File: src/rtl/blzd_pkg.sv
// Shared types and constants for the backward LZSS decompressor.
// Used by the front, queue, back and top-level modules; depends on nothing.
package blzd_pkg;

   // Width of a copy distance: at most 4095 + 3.
   localparam int DIST_W  = 13;
   // Width of a copy count: length minus one, at most 17.
   localparam int COUNT_W = 5;

   localparam logic [3:0]         FLAG_TOKENS = 4'd8;
   localparam logic [COUNT_W-1:0] COUNT_BIAS  = 5'd2;   // length bias 3, less one
   localparam logic [DIST_W-1:0]  DIST_BIAS   = 13'd3;

   localparam int FIFO_DEPTH = 4;
   localparam int FIFO_PTR_W = 2;
   localparam int FIFO_CNT_W = 3;

   typedef struct packed {
      logic [7:0] in_byte;
      logic       in_final;
   } blzd_req_type;

   typedef struct packed {
      logic [7:0] out_byte;
      logic       run_last;
      logic       stream_done;
   } blzd_rsp_type;

   typedef enum logic {
      CMD_LITERAL,
      CMD_COPY
   } blzd_cmd_kind_type;

   typedef struct packed {
      blzd_cmd_kind_type    kind;
      logic [7:0]           lit_byte;
      logic [COUNT_W-1:0]   count_last;
      logic [DIST_W-1:0]    distance;
      logic                 fin;
   } blzd_cmd_type;

   typedef struct packed {
      logic not_empty;
      logic full;
   } blzd_fifo_status_type;

endpackage

File: src/rtl/blzd_fifo.sv
// Short command queue between the token parser and the copy engine.
// Depends on blzd_pkg.
module blzd_fifo import blzd_pkg::*; (
   input  logic                 clock,
   input  logic                 reset,
   input  logic                 push,
   input  blzd_cmd_type         push_data,
   input  logic                 pop,
   output blzd_cmd_type         head,
   output blzd_fifo_status_type status
);

   blzd_cmd_type          entry_ff [FIFO_DEPTH];
   logic [FIFO_PTR_W-1:0] wr_ptr_ff, wr_ptr_in;
   logic [FIFO_PTR_W-1:0] rd_ptr_ff, rd_ptr_in;
   logic [FIFO_CNT_W-1:0] count_ff, count_in;
   logic                  do_push, do_pop;

   assign status.not_empty = (count_ff != '0);
   assign status.full      = (count_ff == FIFO_CNT_W'(FIFO_DEPTH));
   assign head             = entry_ff[rd_ptr_ff];

   always_comb begin
      do_push   = push && !status.full;
      do_pop    = pop && status.not_empty;
      wr_ptr_in = do_push ? wr_ptr_ff + 1'b1 : wr_ptr_ff;
      rd_ptr_in = do_pop ? rd_ptr_ff + 1'b1 : rd_ptr_ff;
      count_in  = count_ff;
      if (do_push && !do_pop) begin
         count_in = count_ff + 1'b1;
      end else if (do_pop && !do_push) begin
         count_in = count_ff - 1'b1;
      end
   end

   always_ff @(posedge clock) begin
      if (do_push) begin
         entry_ff[wr_ptr_ff] <= push_data;
      end
   end

   always_ff @(posedge clock) begin
      if (reset) begin
         wr_ptr_ff <= '0;
         rd_ptr_ff <= '0;
         count_ff  <= '0;
      end else begin
         wr_ptr_ff <= wr_ptr_in;
         rd_ptr_ff <= rd_ptr_in;
         count_ff  <= count_in;
      end
   end

endmodule

File: config.mk
export PLATFORM = sky130hd
export DESIGN_NAME = blzd_fifo
export DESIGN_NICKNAME = d
export VERILOG_FILES = /design/src/rtl/blzd_pkg.sv /design/src/rtl/blzd_fifo.sv
export SDC_FILE = /design/constraint.sdc
export NUM_CORES = 1
export LEC_CHECK = 0
export ABC_AREA = 1
export BUFFER_PORTS_ARGS = -buffer_cell sky130_fd_sc_hd__buf_4
export CORE_UTILIZATION = 45
export DETAILED_ROUTE_END_ITERATION = 6
export REMOVE_ABC_BUFFERS = 1
export SLEW_MARGIN = 20
export SYNTH_ARGS = -nofsm -noshare
export SYNTH_HDL_FRONTEND = slang
export SYNTH_SLANG_ARGS = --single-unit
File: constraint.sdc
create_clock -name clock -period 4.32 [get_ports clock]
set_input_delay 0.864 -clock clock [delete_from_list [all_inputs] [get_ports clock]]
set_output_delay 0.864 -clock clock [all_outputs]
set_load 0.01 [all_outputs]
==> run metrics <==
status=complete, no violations; fill count=between 700 and 800; P_int=about 2.5 mW; DRC errors left=0; Max Freq=301 MHz; sequential element share of the synthesized area=roughly three quarters; R2R Setup Slk=around 2100 ps; Crit Path Max Fanout=29; Slew HR=33.6%; DRT met1 WL=3910 microns; post-synth top area share=between 70% and 80%; ANT nets after route=0; FP Rows=36; share of cells above drive strength 1=between 20% and 30%; top cells by count, synth=112 x edfxtp_1, 70 x nor2_1, 42 x o21ai_0, 28 x o22ai_1; most area-hungry cell type in the Yosys netlist=edfxtp_1; WL met2=just over 4000 microns; Worst setup EP type=primary output; synth top area cells=edfxtp_1 73%, nor2_1 5.7%, o21ai_0 4.5%; Total Routing Usage GR=approximately 17%; crit path time final=roughly 3300 ps; Core Area=between 9000 and 10000 sq um; main combinational cell family by area after synthesis=compound AO/OA/AOI/OAI gates; Net Sw Power=1.00 mW; gp weighted congestion=roughly 0.7; post-synthesis register bit count=121; total grt overflow=0; Post-synth EDFFs=112; hold crit path type=reg2reg; Comb power frac=roughly 24%; Worst-path clk slew=50 ps; postcts setup bufs=0; final core occ=slightly below 60%; Worst Tran Pin Value=a little under 1000 ps; H-Tree Level Count=4; Top-Level Pins=62; area of the multi-input gates=approximately 940 sq um; RSZ-0062 raised after global routing=no; Compound-Gate Fraction of Synth Area=approximately a tenth; initial antenna violation count=0; data arrival time of the critical path=between 2000 and 2500 ps; most common cell in the netlist=edfxtp_1; Fin. Hold Viols=0; final setup vio count=0; DR pass1 iterations=5; full die area=roughly 11000 sq um; later-pin clock latency in the skew report=500 ps; Synth Area in Adders=around 1.8%; Initial Util=47.0%; Yosys warning total=0; Max clock buf depth=2; simple-gate share of the synthesized area=7.47%; largest net degree at the start of global routing=57; Final period util=between 70% and 80%; port bufs=a little over 60; Setup Skew=approximately 8.5 ps; Top Metal Used=met4; Worst R2R Start=count_ff[0]$_SDFFE_PP0P_; WL/cell=approximately 15 microns; metal3 WL=approximately 480 microns; initial DRC count=150; final net count=443; VDD IR max=0.000366 V; CTS buffer count=17; final WL=8520 microns; root buffer cell=clkbuf_8; first-pass GRT wire length=~14000 microns; CP required=roughly 3500 ps; max cap viols=0; Vias=2770; hpwl dp=4600 microns; startpoint types=register; Pins Over Slew Limit=0; Via density=between 5 and 6; chip height=104 microns; Sw Share=~29%; Cell Area, Synth=4640 sq um; Clk pwr share=between 30% and 40%; clk sink count=between 100 and 150; critical path type=reg2out; area growth from synthesis to layout=23.0%; Setup TNS Final=0 ps; hold_buf cts=0; TritonCTS clock tree=built; synthesized area per cell=approximately 14 sq um; PostCTS Resize Cnt=0; mux cell area share after synthesis=0%; Cell variety after synth=20; hold wc startpoint=rd_ptr_ff[1]$_SDFFE_PP0P_; vias in the first global route=around 2700; DIE WIDTH=about 100 microns; ant diodes=0; P_leak=slightly above 2 nW; Reg power frac=a little over two fifths; xor/xnor share of the synthesized area=less than 1%; FFs w/ async S/R, synth=0%; synthesized instance count=340; P per Cell Area=about 620 nW/um^2; FF/Latch Area=about 3500 sq um; prevailing post-synth register cell=edfxtp_1
[metrics by stage]
step	power (mW)	area, sq um	setup slack, ps	std cells	hold WS (ps)
2_1_floorplan	1.95	4520	1410	323	459
3_3_place_gp	2.34	5190	1570	519	487
3_5_place_dp	2.35	5190	1480	519	498
4_1_cts	3.54	5700	933	551	505
5_1_grt	3.70	5700	790	551	527
6_report	3.51	5700	996	551	509
[logic make-up (layout without fill, tap and decap cells)]
family,Yosys count,in the layout
DFF,121,121
and+or+nand+nor,90,90
AOI/OAI and AO/OA,88,88
buffers and inverters,34,112
adders and majority gates,6,6
xor gates and xnor gates,1,1
[critical path, stage by stage, from the launching register on]
cell	delay, ps
dfxtp_1	300
buf_4	300
clkinv_1	760
o21ai_0	300
o22ai_1	120
buf_4	170
[path summary, 6_finish.rpt]
path	endpoint	cells past startpoint
max	head[27]	5
min	rd_ptr_ff[1]$_SDFFE_PP0P_	2
max reg2reg	count_ff[1]$_SDFFE_PP0P_	9
min reg2reg	rd_ptr_ff[1]$_SDFFE_PP0P_	2
[final cells by class]
class | instances | area share, %
clock buffer | 21 | 7.53
clock inverter | 11 | 1.43
inverter | 17 | 1.12
multi-input combinational | 185 | 16.5
sequential | 121 | 62.2
tap | 133 | 2.92
timing repair buffer | 63 | 8.29
[per-layer routing]
metal | track usage [%] | vias to the layer above
met5 | 0 | -
met4 | 7.35 | 0
met3 | 6.54 | 4
met2 | 26.3 | 69
met1 | 21.6 | 1326
li1 | - | 1371
[flip-flops by register name (all words and copies together) (netlist names), named ones only]
signal and flops:
rd_ptr_ff 2, wr_ptr_ff 2, count_ff 3, entry_ff 112
[power groups by stage]
stage	clock [mW]	combinational [mW]	sequential [mW]
finish	1.19	0.850	1.47
detailed placement	0	0.858	1.49
global placement	0	0.849	1.49
floorplan	0	0.425	1.52
global route	1.27	0.945	1.48
CTS	1.21	0.861	1.47
[placed cells by master (no fill, tap or decap), types with 5 or more instances in the layout]
cell / n
clkbuf_16: 16
ha_1: 5
dfxtp_1: 8
o22ai_1: 28
edfxtp_1: 112
buf_4: 63
o21ai_0: 42
nand2_1: 15
o21ai_1: 15
nor2_1: 66
inv_1: 15
clkinv_2: 5
Power figures use the tool's default switching activity.
