<file path="src/rtl/blzd_pkg.sv">
// Shared types and constants for the backward LZSS decompressor.
// Used by the front, queue, back and top-level modules; depends on nothing.
package blzd_pkg;

   // Width of a copy distance: at most 4095 + 3.
   localparam int DIST_W  = 13;
   // Width of a copy count: length minus one, at most 17.
   localparam int COUNT_W = 5;

   localparam logic [3:0]         FLAG_TOKENS = 4'd8;
   localparam logic [COUNT_W-1:0] COUNT_BIAS  = 5'd2;   // length bias 3, less one
   localparam logic [DIST_W-1:0]  DIST_BIAS   = 13'd3;

   localparam int FIFO_DEPTH = 4;
   localparam int FIFO_PTR_W = 2;
   localparam int FIFO_CNT_W = 3;

   typedef struct packed {
      logic [7:0] in_byte;
      logic       in_final;
   } blzd_req_type;

   typedef struct packed {
      logic [7:0] out_byte;
      logic       run_last;
      logic       stream_done;
   } blzd_rsp_type;

   typedef enum logic {
      CMD_LITERAL,
      CMD_COPY
   } blzd_cmd_kind_type;

   typedef struct packed {
      blzd_cmd_kind_type    kind;
      logic [7:0]           lit_byte;
      logic [COUNT_W-1:0]   count_last;
      logic [DIST_W-1:0]    distance;
      logic                 fin;
   } blzd_cmd_type;

   typedef struct packed {
      logic not_empty;
      logic full;
   } blzd_fifo_status_type;

endpackage

</file>
<file path="src/rtl/blzd_front.sv">
// Token parser: takes compressed bytes and turns them into literal and copy commands.
// Depends on blzd_pkg.
module blzd_front import blzd_pkg::*; (
   input  logic                 clock,
   input  logic                 reset,
   input  logic                 req_valid,
   input  blzd_req_type         req_data,
   input  logic                 queue_full,
   output logic                 req_stall,
   output logic                 cmd_push,
   output blzd_cmd_type         cmd_data
);

   logic [7:0] flags_ff, flags_in;
   logic [3:0] left_ff, left_in;
   logic [7:0] high_ff, high_in;
   logic       pending_ff, pending_in;
   logic       accept;

   assign req_stall = queue_full;
   assign accept    = req_valid && !queue_full;

   always_comb begin
      flags_in   = flags_ff;
      left_in    = left_ff;
      high_in    = high_ff;
      pending_in = pending_ff;
      cmd_push   = 1'b0;
      cmd_data.kind       = CMD_LITERAL;
      cmd_data.lit_byte   = req_data.in_byte;
      cmd_data.count_last = {1'b0, high_ff[7:4]} + COUNT_BIAS;
      cmd_data.distance   = {1'b0, high_ff[3:0], req_data.in_byte} + DIST_BIAS;
      cmd_data.fin        = req_data.in_final;

      if (accept) begin
         if (pending_ff) begin
            cmd_push      = 1'b1;
            cmd_data.kind = CMD_COPY;
            pending_in    = 1'b0;
            flags_in      = {flags_ff[6:0], 1'b0};
            left_in       = (left_ff != 4'd0) ? left_ff - 4'd1 : left_ff;
         end else if (left_ff == 4'd0) begin
            flags_in = req_data.in_byte;
            left_in  = FLAG_TOKENS;
         end else if (flags_ff[7]) begin
            high_in    = req_data.in_byte;
            pending_in = 1'b1;
         end else begin
            cmd_push = 1'b1;
            flags_in = {flags_ff[6:0], 1'b0};
            left_in  = left_ff - 4'd1;
         end

         // The last byte of a stream returns the token state to its reset values.
         if (req_data.in_final) begin
            flags_in   = '0;
            left_in    = '0;
            high_in    = '0;
            pending_in = 1'b0;
         end
      end
   end

   always_ff @(posedge clock) begin
      if (reset) begin
         flags_ff   <= '0;
         left_ff    <= '0;
         high_ff    <= '0;
         pending_ff <= 1'b0;
      end else begin
         flags_ff   <= flags_in;
         left_ff    <= left_in;
         high_ff    <= high_in;
         pending_ff <= pending_in;
      end
   end

endmodule

</file>
<file path="config.mk">
export PLATFORM = sky130hd
export DESIGN_NAME = blzd_front
export DESIGN_NICKNAME = d
export VERILOG_FILES = /design/src/rtl/blzd_pkg.sv /design/src/rtl/blzd_front.sv
export SDC_FILE = /design/constraint.sdc
export NUM_CORES = 1
export LEC_CHECK = 0
export BUFFER_PORTS_ARGS = -buffer_cell sky130_fd_sc_hd__buf_2
export CAP_MARGIN = 15
export CORE_ASPECT_RATIO = 0.7
export CORE_MARGIN = 4
export CORE_UTILIZATION = 54
export CTS_CLUSTER_SIZE = 20
export DETAILED_ROUTE_END_ITERATION = 8
export GPL_TIMING_DRIVEN = 1
export MAX_ROUTING_LAYER = met4
export PLACE_DENSITY = 0.84
export SYNTH_ARGS = -nofsm -noshare
export SYNTH_HDL_FRONTEND = slang
export SYNTH_SLANG_ARGS = --single-unit
</file>
<file path="constraint.sdc">
create_clock -name clock -period 2.61 [get_ports clock]
set_clock_uncertainty 0.1 [all_clocks]
set_input_delay 0.1305 -clock clock [delete_from_list [all_inputs] [get_ports clock]]
set_output_delay 0.1305 -clock clock [all_outputs]
set_load 0.02 [all_outputs]
</file>
==> run_results.csv, run 1 <==
group,metric,value,unit
status,status,"finished, final reports clean",
synthesis,synth.most_common_cell,"dfxtp_1",
timing,setup_ws,0.403,ns
timing,period_minus_slack,2.21,ns
power_and_ir_drop,peakVddDrop,0.000229,V
timing,fmax,453,MHz
synthesis,synth_common_cells,"21 x dfxtp_1, 11 x buf_4, 9 x a22o_1, 9 x inv_1, 9 x nor2_1",
floorplanning,coreArea,0.00228,mm^2
critical_path,slowest_delay,0.46,ns
hold_path,hold_depth,2,
power_and_ir_drop,swShare,30.7,%
synthesis,yosys_warnings,0,
synthesis,syn_area,0.00136,mm^2
power_and_ir_drop,p_per_area,407,mW/mm^2
routing,route.vias.total,1201,
synthesis,synthArstFlopShare,0,%
clocking,cts_sinks,21,
timing,final.setup.tns,0,ns
routing,drcViolationCount,0,
critical_path,reg2reg_from,"left_ff[0]$_SDFFE_PP0P_",
timing,worst_pin_slew,0.586,ns
timing,slew_headroom,60.7,%
clocking,htreeDepth,1,
placed_design,pre_cts_ws,0.643,ns
critical_path,crit_fanout,7,
hold_path,min_path_type,"in2reg",
clocking,cts-resized-gates,0,
layout,fin_nets,192,
clocking,cts_setup_buffers,0,
routing,routed_wl,3120,um
global_route,grt_pass1_wl,5180,um
global_route,gr-total-overflow,0,
timing,finalCritPeriodShare,84.5,%
critical_path,regToRegSetupSlack,0.62,ns
clocking,cts_hold_buf,0,
floorplanning,ioPinCount,43,
synthesis,syn_inst,142,
clocking,clockBufferDepth,2,
layout,syn2layout_area_growth,12.8,%
hold_path,holdPathEnd,"high_ff[3]$_SDFFE_PP0P_",
power_and_ir_drop,p_comb_share,21.8,%
clocking,cts_tree,"yes",
global_route,grt_max_degree,12,
critical_path,required,2.38,ns
global_route,antenna_found_initial,0,
global_route,grt_pass1_vias,1115,
power_and_ir_drop,p_switching,192,uW
critical_path,cp_slowest_cell,"nor3b_4",
routing,viasPerCell,5.83,
synthesis,yosysTopAreaCellShare,30.9,%
synthesis,synth_fp_nets,159,
placed_design,io_buffers,42,
power_and_ir_drop,leakage,0.000705,uW
routing,ant_nets,0,
floorplanning,start_util,59.7,%
floorplanning,die-area,0.00340,mm^2
timing,hold_violations,0,
routing,wire_per_inst,15.2,um
critical_path,reg2reg_depth,6,
placed_design,routabilityCongestion,0.960,
synthesis,ys_top_cells_by_area,"dfxtp_1 31%, buf_4 6.1%, a22o_1 5.8%, xnor2_1 3.9%, a221o_1 3.7%",
routing,drtIter0Drc,61,
synthesis,synth_edf_count,0,
synthesis,yosysSeqAreaShare,30.9,%
hold_path,hold_start,"req_data[4]",
critical_path,critPathLaunchType,"flop",
timing,rsz0062_at_grt,"false",
clocking,clock_latency,0.31,ns
routing,drtPass1Iterations,4,
floorplanning,rows,14,
floorplanning,die_w,68.0,um
critical_path,path_cells,"inv_1, ha_1, nor3b_4, o21ai_2, and2_1, buf_2",
placed_design,post-dp-hpwl,2380,um
power_and_ir_drop,power.share.sequential,53.3,%
critical_path,worstReg2RegEnd,"flags_ff[1]$_SDFFE_PP0P_",
layout,drive_gt1_share,33.9,%
synthesis,synth_ff_type,"dfxtp_1",
synthesis,ys_seq_elements,21,
synthesis,yosysTopAreaCell,"dfxtp_1",
layout,n_antenna_cell,0,
clocking,ctsRootBufferMaster,"clkbuf_4",
run,maxCapViolations,0,
clocking,numCtsBuffers,3,
power_and_ir_drop,pwr-share-clk,24.9,%
timing,slew_viol_final,0,
timing,finalSetupViolations,0,
global_route,grtUsageTotal,20.5,%
critical_path,critPathArrivalTime,1.98,ns
synthesis,synth_cell_types,48,
critical_path,path_class,"reg2out",
power_and_ir_drop,p_int,432,uW
synthesis,avgSynthCellArea,9.57,um^2
clocking,cts.reportedPaths.clkPinSlew,0.11,ns
floorplanning,die_height,50.0,um
critical_path,end_kind,"output port",
==> kinds of logic (layout without fill, tap and decap cells) <==
family                   after synthesis  after routing  synth area share (%)
AO/OA/AOI/OAI                         35             35                  23.4
XOR/XNOR                              11             11                  7.09
adder cells (fa/ha/maj)                4              4                  3.68
buffers and inverters                 23             55                  10.0
flip-flops                            21             21                  30.9
multiplexers                           1              1                 0.737
AND/OR/NAND/NOR                       47             47                  24.1
==> cell type report <==
class,instances,area (um^2)
multi-input cells,98,802
repair buffers,42,210
inverters,9,33.8
clock buffers,4,26.3
well taps,32,40.0
fillers,199,744
flip-flops and latches,21,420
==> worst max-delay path, delay by kind of cell (launching register included) <==
kind | cells | cell delay, ns
AND/OR/NAND/NOR | 2 | 0.65
AO/OA/AOI/OAI | 1 | 0.18
flip-flops | 1 | 0.37
adder cells (fa/ha/maj) | 1 | 0.21
buffers and inverters | 2 | 0.27
==> worst max path at each step <==
stage / start / to / depth (start not counted)
6_report: left_ff[0]$_SDFFE_PP0P_ / cmd_push / 6
5_1_grt: left_ff[0]$_SDFFE_PP0P_ / cmd_push / 6
4_1_cts: left_ff[0]$_SDFFE_PP0P_ / cmd_push / 6
2_1_floorplan: left_ff[0]$_SDFFE_PP0P_ / flags_ff[7]$_SDFFE_PP0N_ / 7
3_3_place_gp: left_ff[0]$_SDFFE_PP0P_ / flags_ff[1]$_SDFFE_PP0P_ / 6
3_5_place_dp: left_ff[0]$_SDFFE_PP0P_ / flags_ff[5]$_SDFFE_PP0P_ / 6
==> per-layer routing <==
metal / vias up / part of all wire [%] / global-route usage, %
met1: 549 / 45 / 27.3
met2: 63 / 44 / 29.9
li1: 581 / - / -
met3: 8 / 9.8 / 5.68
met4: 0 / 1.5 / 6.27
met5: - / 0 / -
==> metrics by stage <==
step           cell area, um^2  total power (uW)  util [%]  hold slack (ns)  cells
6_report                  1530               624      67.3           0.0152    206
5_1_grt                   1530               654      67.3           0.0119    206
4_1_cts                   1530               628      67.3          0.00974    206
3_5_place_dp              1510               475      66.2            0.340    202
3_3_place_gp              1510               472      66.2            0.328    202
2_1_floorplan             1360               436         -            0.147    142
==> placed cells by master (no fill, tap or decap), types with 2 or more instances in the layout <==
cell type  count
a221o_1        5
inv_1          9
nor3_4         2
nand4_1        4
a21oi_1        3
nor3_1         2
dfxtp_1       21
o21ai_0        4
nand2b_1       3
xnor2_1        6
clkbuf_4       3
nand3_1        3
and3_1         6
nand2_1        5
nor2_1         9
buf_2         42
o211ai_1       2
ha_1           4
a22o_1         9
xor2_1         5
==> power by group through the flow <==
stage | Combinational [uW] | Clock (uW) | Sequential, uW
3_5_place_dp | 135 | 0 | 339
4_1_cts | 136 | 159 | 332
3_3_place_gp | 133 | 0 | 339
2_1_floorplan | 97.9 | 0 | 338
5_1_grt | 148 | 173 | 333
6_report | 136 | 155 | 332
==> flip-flops by register name, summed over array words and instances (netlist names) <==
signal      count
flags_ff        8
high_ff         8
left_ff         4
pending_ff      1
Note: power is estimated with default switching activity, not from simulation.
==> run 2: changes to the inputs <==
--- a/config.mk
+++ b/config.mk
@@ -9,12 +9,12 @@
 export CAP_MARGIN = 15
 export CORE_ASPECT_RATIO = 0.7
 export CORE_MARGIN = 4
-export CORE_UTILIZATION = 54
+export CORE_UTILIZATION = 45
 export CTS_CLUSTER_SIZE = 20
 export DETAILED_ROUTE_END_ITERATION = 8
 export GPL_TIMING_DRIVEN = 1
 export MAX_ROUTING_LAYER = met4
-export PLACE_DENSITY = 0.84
+export PLACE_DENSITY = 0.75
 export SYNTH_ARGS = -nofsm -noshare
 export SYNTH_HDL_FRONTEND = slang
 export SYNTH_SLANG_ARGS = --single-unit
==> constraint.sdc (replaced) <==
create_clock -name clock -period 2 [get_ports clock]
set_clock_uncertainty 0.1 [all_clocks]
set_input_delay 0.1 -clock clock [delete_from_list [all_inputs] [get_ports clock]]
set_output_delay 0.1 -clock clock [all_outputs]
set_load 0.02 [all_outputs]
==> run 2 against run 1 <==
  * Core utilization decreased by 11 points
  * Via count increased by 2.2%
  * First-iteration DRC count decreased by 31%
  * Sequential power increased by 30%
  * Routed wire length increased by 3.3%
  * Worst hold slack improved by 0.0077 ns
  * Non-clock buffer count increased by 4
  * Final cell count increased by 3.9%
  * Critical path depth unchanged
  * Combinational power increased by 35%
  * Critical endpoint unchanged
  * Largest cell class unchanged
  * Highest routed layer unchanged
==> run_results.csv, run 2 (synthesis results as in run 1) <==
group,metric,value,unit
layout,fin_nets,196,
status,status,"finished, final reports clean",
timing,period_minus_slack,1.89,ns
power_and_ir_drop,p_per_area,566,mW/mm^2
critical_path,end_kind,"output port",
timing,finalSetupViolations,0,
timing,worst_pin_slew,0.467,ns
layout,layout_commonest_cell,"buf_2",
floorplanning,rows,16,
global_route,grt_pass1_vias,1112,
routing,viasPerCell,5.74,
timing,hold_violations,0,
placed_design,post-dp-hpwl,2520,um
timing,setup_ws,0.113,ns
layout,n_antenna_cell,0,
critical_path,endpoint,"cmd_push",
critical_path,path_class,"reg2out",
timing,slew_headroom,68.7,%
global_route,grt_pass1_wl,5140,um
critical_path,reg2reg_from,"left_ff[1]$_SDFFE_PP0P_",
power_and_ir_drop,pwr-share-clk,31.5,%
routing,wire_per_inst,15.1,um
floorplanning,die-area,0.00398,mm^2
floorplanning,ioPinCount,43,
routing,drtIter0Drc,42,
critical_path,cp-startpoint,"left_ff[1]$_SDFFE_PP0P_",
layout,finalInstanceArea,0.00159,mm^2
power_and_ir_drop,peakVddDrop,0.000420,V
layout,top_regs,"flags_ff x8, high_ff x8, left_ff x4",
layout,final_cell_mix,"42 x buf_2, 21 x dfxtp_1, 9 x inv_1, 9 x nor2_1, 9 x a22o_1",
global_route,gr-total-overflow,0,
floorplanning,die_w,73.7,um
power_and_ir_drop,p_total,900,uW
power_and_ir_drop,p_switching,267,uW
timing,fmax,530,MHz
placed_design,pre_cts_ws,0.0724,ns
critical_path,slowest_delay,0.32,ns
critical_path,critPathBufInv,2,
routing,ant_nets,0,
critical_path,required,1.80,ns
global_route,grt_max_degree,12,
critical_path,crit_fanout,7,
timing,final.setup.tns,0,ns
hold_path,min_path_type,"in2reg",
timing,finalCritPeriodShare,94.4,%
floorplanning,start_util,47.8,%
clocking,cts.reportedPaths.clkPinSlew,0.08,ns
routing,routed_wl,3220,um
clocking,ctsRootBufferMaster,"clkbuf_8",
layout,drive_gt1_share,36.0,%
timing,rsz0062_at_grt,"false",
placed_design,io_buffers,42,
critical_path,path_cells,"inv_1, ha_1, nor3b_4, o21ai_2, and2_1, buf_2",
floorplanning,die_height,54.0,um
floorplanning,coreArea,0.00284,mm^2
layout,syn2layout_area_growth,16.9,%
power_and_ir_drop,p_comb_share,20.3,%
routing,drcViolationCount,0,
power_and_ir_drop,power.share.sequential,48.2,%
clocking,numCtsBuffers,3,
global_route,antenna_found_initial,0,
layout,num-fill-cells,270,
routing,route.vias.total,1228,
critical_path,worst-path-stages,6,
run,maxCapViolations,0,
clocking,cts_tree,"yes",
clocking,clockBufferDepth,2,
critical_path,reg2reg_depth,6,
critical_path,critPathLaunchType,"flop",
timing,slew_viol_final,0,
placed_design,placedInstanceArea,0.00153,mm^2
power_and_ir_drop,swShare,29.6,%
clocking,htreeDepth,1,
clocking,cts_sinks,21,
power_and_ir_drop,p_int,633,uW
routing,drtPass1Iterations,4,
critical_path,cp_slowest_cell,"dfxtp_1",
critical_path,critPathArrivalTime,1.69,ns
critical_path,worstReg2RegEnd,"flags_ff[7]$_SDFFE_PP0N_",
critical_path,critPathTopFamily,"simple AND/OR/NAND/NOR gates",
global_route,grtUsageTotal,17.3,%
power_and_ir_drop,leakage,0.000728,uW
critical_path,regToRegSetupSlack,0.14,ns
placed_design,routabilityCongestion,0.902,
clocking,clock_latency,0.26,ns
==> run 2: cell types whose count changed in the layout (fill, tap and decap cells not counted), sizes merged <==
cell and change:
buf +4
==> run 2: layer usage <==
layer  global-route usage [%]  share of wire (%)
met5                        -                  0
met4                     5.42                1.4
met3                     4.10                7.2
met2                     25.6                 43
met1                     23.3                 48
==> run 2: power by group through the flow <==
stage,clock [uW],sequential (uW),combinational (uW)
final,284,433,183
after global routing,305,434,197
after CTS,288,433,181
after detailed placement,0,443,181
after global placement,0,442,177
after floorplan,0,441,128
==> run 2: layout make-up <==
cell class                      count  area (um^2)  area share (%)
Multi-Input combinational cell     98          805            50.6
Sequential cell                    21          420            26.5
Clock buffer                        4         45.0            2.83
Inverter                            9         33.8            2.13
Tap cell                           36         45.0            2.83
Timing Repair Buffer               46          240            15.1
==> run 2: how the worst min path moves through the flow <==
| stage | cells after the start | endpoint | from |
|---|---|---|---|
| 2_1_floorplan | 2 | flags_ff[6]$_SDFFE_PP0P_ | req_data[7] |
| 3_3_place_gp | 2 | high_ff[1]$_SDFFE_PP0P_ | req_data[2] |
| 3_5_place_dp | 2 | high_ff[1]$_SDFFE_PP0P_ | req_data[2] |
| 4_1_cts | 2 | high_ff[1]$_SDFFE_PP0P_ | req_data[2] |
| 5_1_grt | 2 | high_ff[1]$_SDFFE_PP0P_ | req_data[2] |
| 6_report | 2 | high_ff[1]$_SDFFE_PP0P_ | req_data[2] |
==> run 2: what timing repair did <==
action	in CTS	in global routing
endpoints found under the setup margin	0	2
buffers inserted	0	1
hold buffers	0	0
resized for setup	0	1
==> run 2: through the flow <==
step	cells	hold slack, ns	util [%]
6_report	214	0.0228	55.9
2_1_floorplan	142	0.117	-
5_1_grt	214	0.0298	55.9
3_5_place_dp	209	0.302	54.0
4_1_cts	213	0.0284	55.5
3_3_place_gp	209	0.287	54.0
==> run 3: changes to the inputs <==
==> constraint.sdc (replaced) <==
create_clock -name clock -period 2 [get_ports clock]
set_clock_uncertainty 0.1 [all_clocks]
set_input_delay 0 -clock clock [delete_from_list [all_inputs] [get_ports clock]]
set_output_delay 0 -clock clock [all_outputs]
set_load 0.02 [all_outputs]
==> run 3 against run 2 <==
  * Clock power shrank 2%
  * Critical path type is now in2out
  * Worst hold slack gained 0.049 ns
  * Combinational power grew 8%
  * Highest routed layer unchanged
  * Critical path depth grew 3
  * Register-to-register slack is essentially flat
  * Critical endpoint is now cmd_data[11]
  * Sequential share of layout area shrank 1.6 points
  * First-iteration DRC count is the same
  * Clock-buffer cell count is the same
  * Worst setup slack lost 0.0058 ns
  * Largest cell class unchanged
  * Core utilization grew 3.5 points
  * Via count grew 4.2%
  * Die area is the same
==> run_results.csv, run 3 (synthesis results as in run 1) <==
group,metric,value,unit
timing,hold_slack,0.0718,ns
floorplanning,rows,16,
power_and_ir_drop,p_per_area,539,mW/mm^2
layout,drive_gt1_share,35.1,%
run,maxCapViolations,0,
routing,routed_wl,3290,um
timing,final.setup.tns,0,ns
clocking,numCtsBuffers,3,
layout,final_cell_mix,"42 x buf_2, 21 x dfxtp_1, 9 x inv_1, 9 x a22o_1, 9 x dlygate4sd3_1",
routing,drtPass1Iterations,4,
layout,fin_nets,206,
floorplanning,start_util,47.8,%
status,status,"finished, final reports clean",
global_route,antenna_found_initial,0,
global_route,grt_pass1_vias,1144,
layout,n_antenna_cell,0,
global_route,grt_max_degree,12,
power_and_ir_drop,peakVddDrop,0.000408,V
timing,period_minus_slack,1.89,ns
layout,top_regs,"flags_ff x8, high_ff x8, left_ff x4",
timing,finalCritPeriodShare,94.7,%
layout,num-fill-cells,253,
layout,layout_commonest_cell,"buf_2",
layout,regArea,420,um^2
routing,route.vias.total,1279,
timing,worst_pin_slew,0.475,ns
clocking,cts_tree,"yes",
clocking,clockBufferDepth,2,
layout,multi_input_area,807,um^2
placed_design,placed_cells,209,
clocking,clock_latency,0.26,ns
routing,drtIter0Drc,42,
routing,viasPerCell,5.71,
critical_path,crit_fanout,6,
floorplanning,die_w,73.7,um
routing,drcViolationCount,0,
placed_design,post-dp-hpwl,2520,um
floorplanning,die_height,54.0,um
timing,fmax,528,MHz
timing,hold_violations,0,
placed_design,routabilityCongestion,0.902,
critical_path,required,1.90,ns
clocking,cts.reportedPaths.clkPinSlew,0.07,ns
timing,slew_viol_final,0,
clocking,cts_sinks,21,
routing,wire_per_inst,14.7,um
clocking,htreeDepth,1,
hold_path,min_path_type,"in2reg",
timing,slew_headroom,68.2,%
layout,syn2layout_area_growth,24.3,%
critical_path,critPathArrivalTime,1.79,ns
floorplanning,die-area,0.00398,mm^2
global_route,gr-total-overflow,0,
critical_path,end_kind,"output port",
floorplanning,ioPinCount,43,
global_route,grt_pass1_wl,5280,um
global_route,grtUsageTotal,17.7,%
layout,final_cells,224,
timing,finalSetupViolations,0,
routing,ant_nets,0,
critical_path,critPathLaunchType,"input pin",
placed_design,io_buffers,42,
critical_path,path_class,"in2out",
power_and_ir_drop,leakage,0.000770,uW
floorplanning,coreArea,0.00284,mm^2
clocking,ctsRootBufferMaster,"clkbuf_8",
-- run 3: layout make-up --
| cell class | count | area share, % |
|---|---|---|
| well taps | 36 | 2.67 |
| inverters | 9 | 2.00 |
| multi-input cells | 98 | 47.8 |
| flip-flops and latches | 21 | 24.9 |
| repair buffers | 56 | 20.0 |
| clock buffers | 4 | 2.67 |
-- run 3: metal layers --
layer | vias up | part of all wire (%) | GRT usage, %
met3 | 8 | 7.5 | 4.10
met5 | - | 0 | -
met2 | 58 | 43 | 27.1
met4 | 0 | 1.3 | 4.52
met1 | 602 | 48 | 23.5
li1 | 611 | - | -
-- run 3: metrics by stage --
stage	utilization, %	power [uW]	setup slack (ns)	cell area [um^2]
after floorplan	-	569	0.236	1360
final	59.4	910	0.107	1690
after global placement	54.0	620	0.211	1530
after global routing	59.4	954	-0.0337	1690
after detailed placement	54.0	624	0.0724	1530
after CTS	58.7	916	0.0243	1670
-- run 3: worst paths after layout --
| path | depth (start not counted) | start | endpoint | slack, ns |
|---|---|---|---|---|
| setup reg to reg | 6 | left_ff[1]$_SDFFE_PP0P_ | flags_ff[7]$_SDFFE_PP0N_ | 0.14 |
| setup / recovery | 9 | req_data[1] | cmd_data[11] | 0.11 |
| hold / removal | 4 | queue_full | left_ff[2]$_SDFFE_PP0P_ | 0.07 |
| hold reg to reg | 2 | flags_ff[6]$_SDFFE_PP0P_ | flags_ff[6]$_SDFFE_PP0P_ | 0.38 |
-- run 3: worst max-delay path: stages --
cell,delay [ns]
dlygate4sd3_1,0.52
buf_2,0.16
inv_1,0.07
ha_1,0.22
nand3b_1,0.22
nor2_2,0.17
nand3_1,0.12
xnor2_1,0.14
buf_2,0.18
-- run 3: report_power, final --
part	internal [uW]	switching, uW
clock network	142	136
logic	78.2	120
registers	425	8.08
total	646	264
-- run 3: what timing repair did --
item / CTS / global route
endpoints found under the setup margin: 0 / 3
resized for setup: 0 / 2
hold endpoints to repair: 16 / 0
setup buffers: 0 / 2
hold buffers: 9 / 0
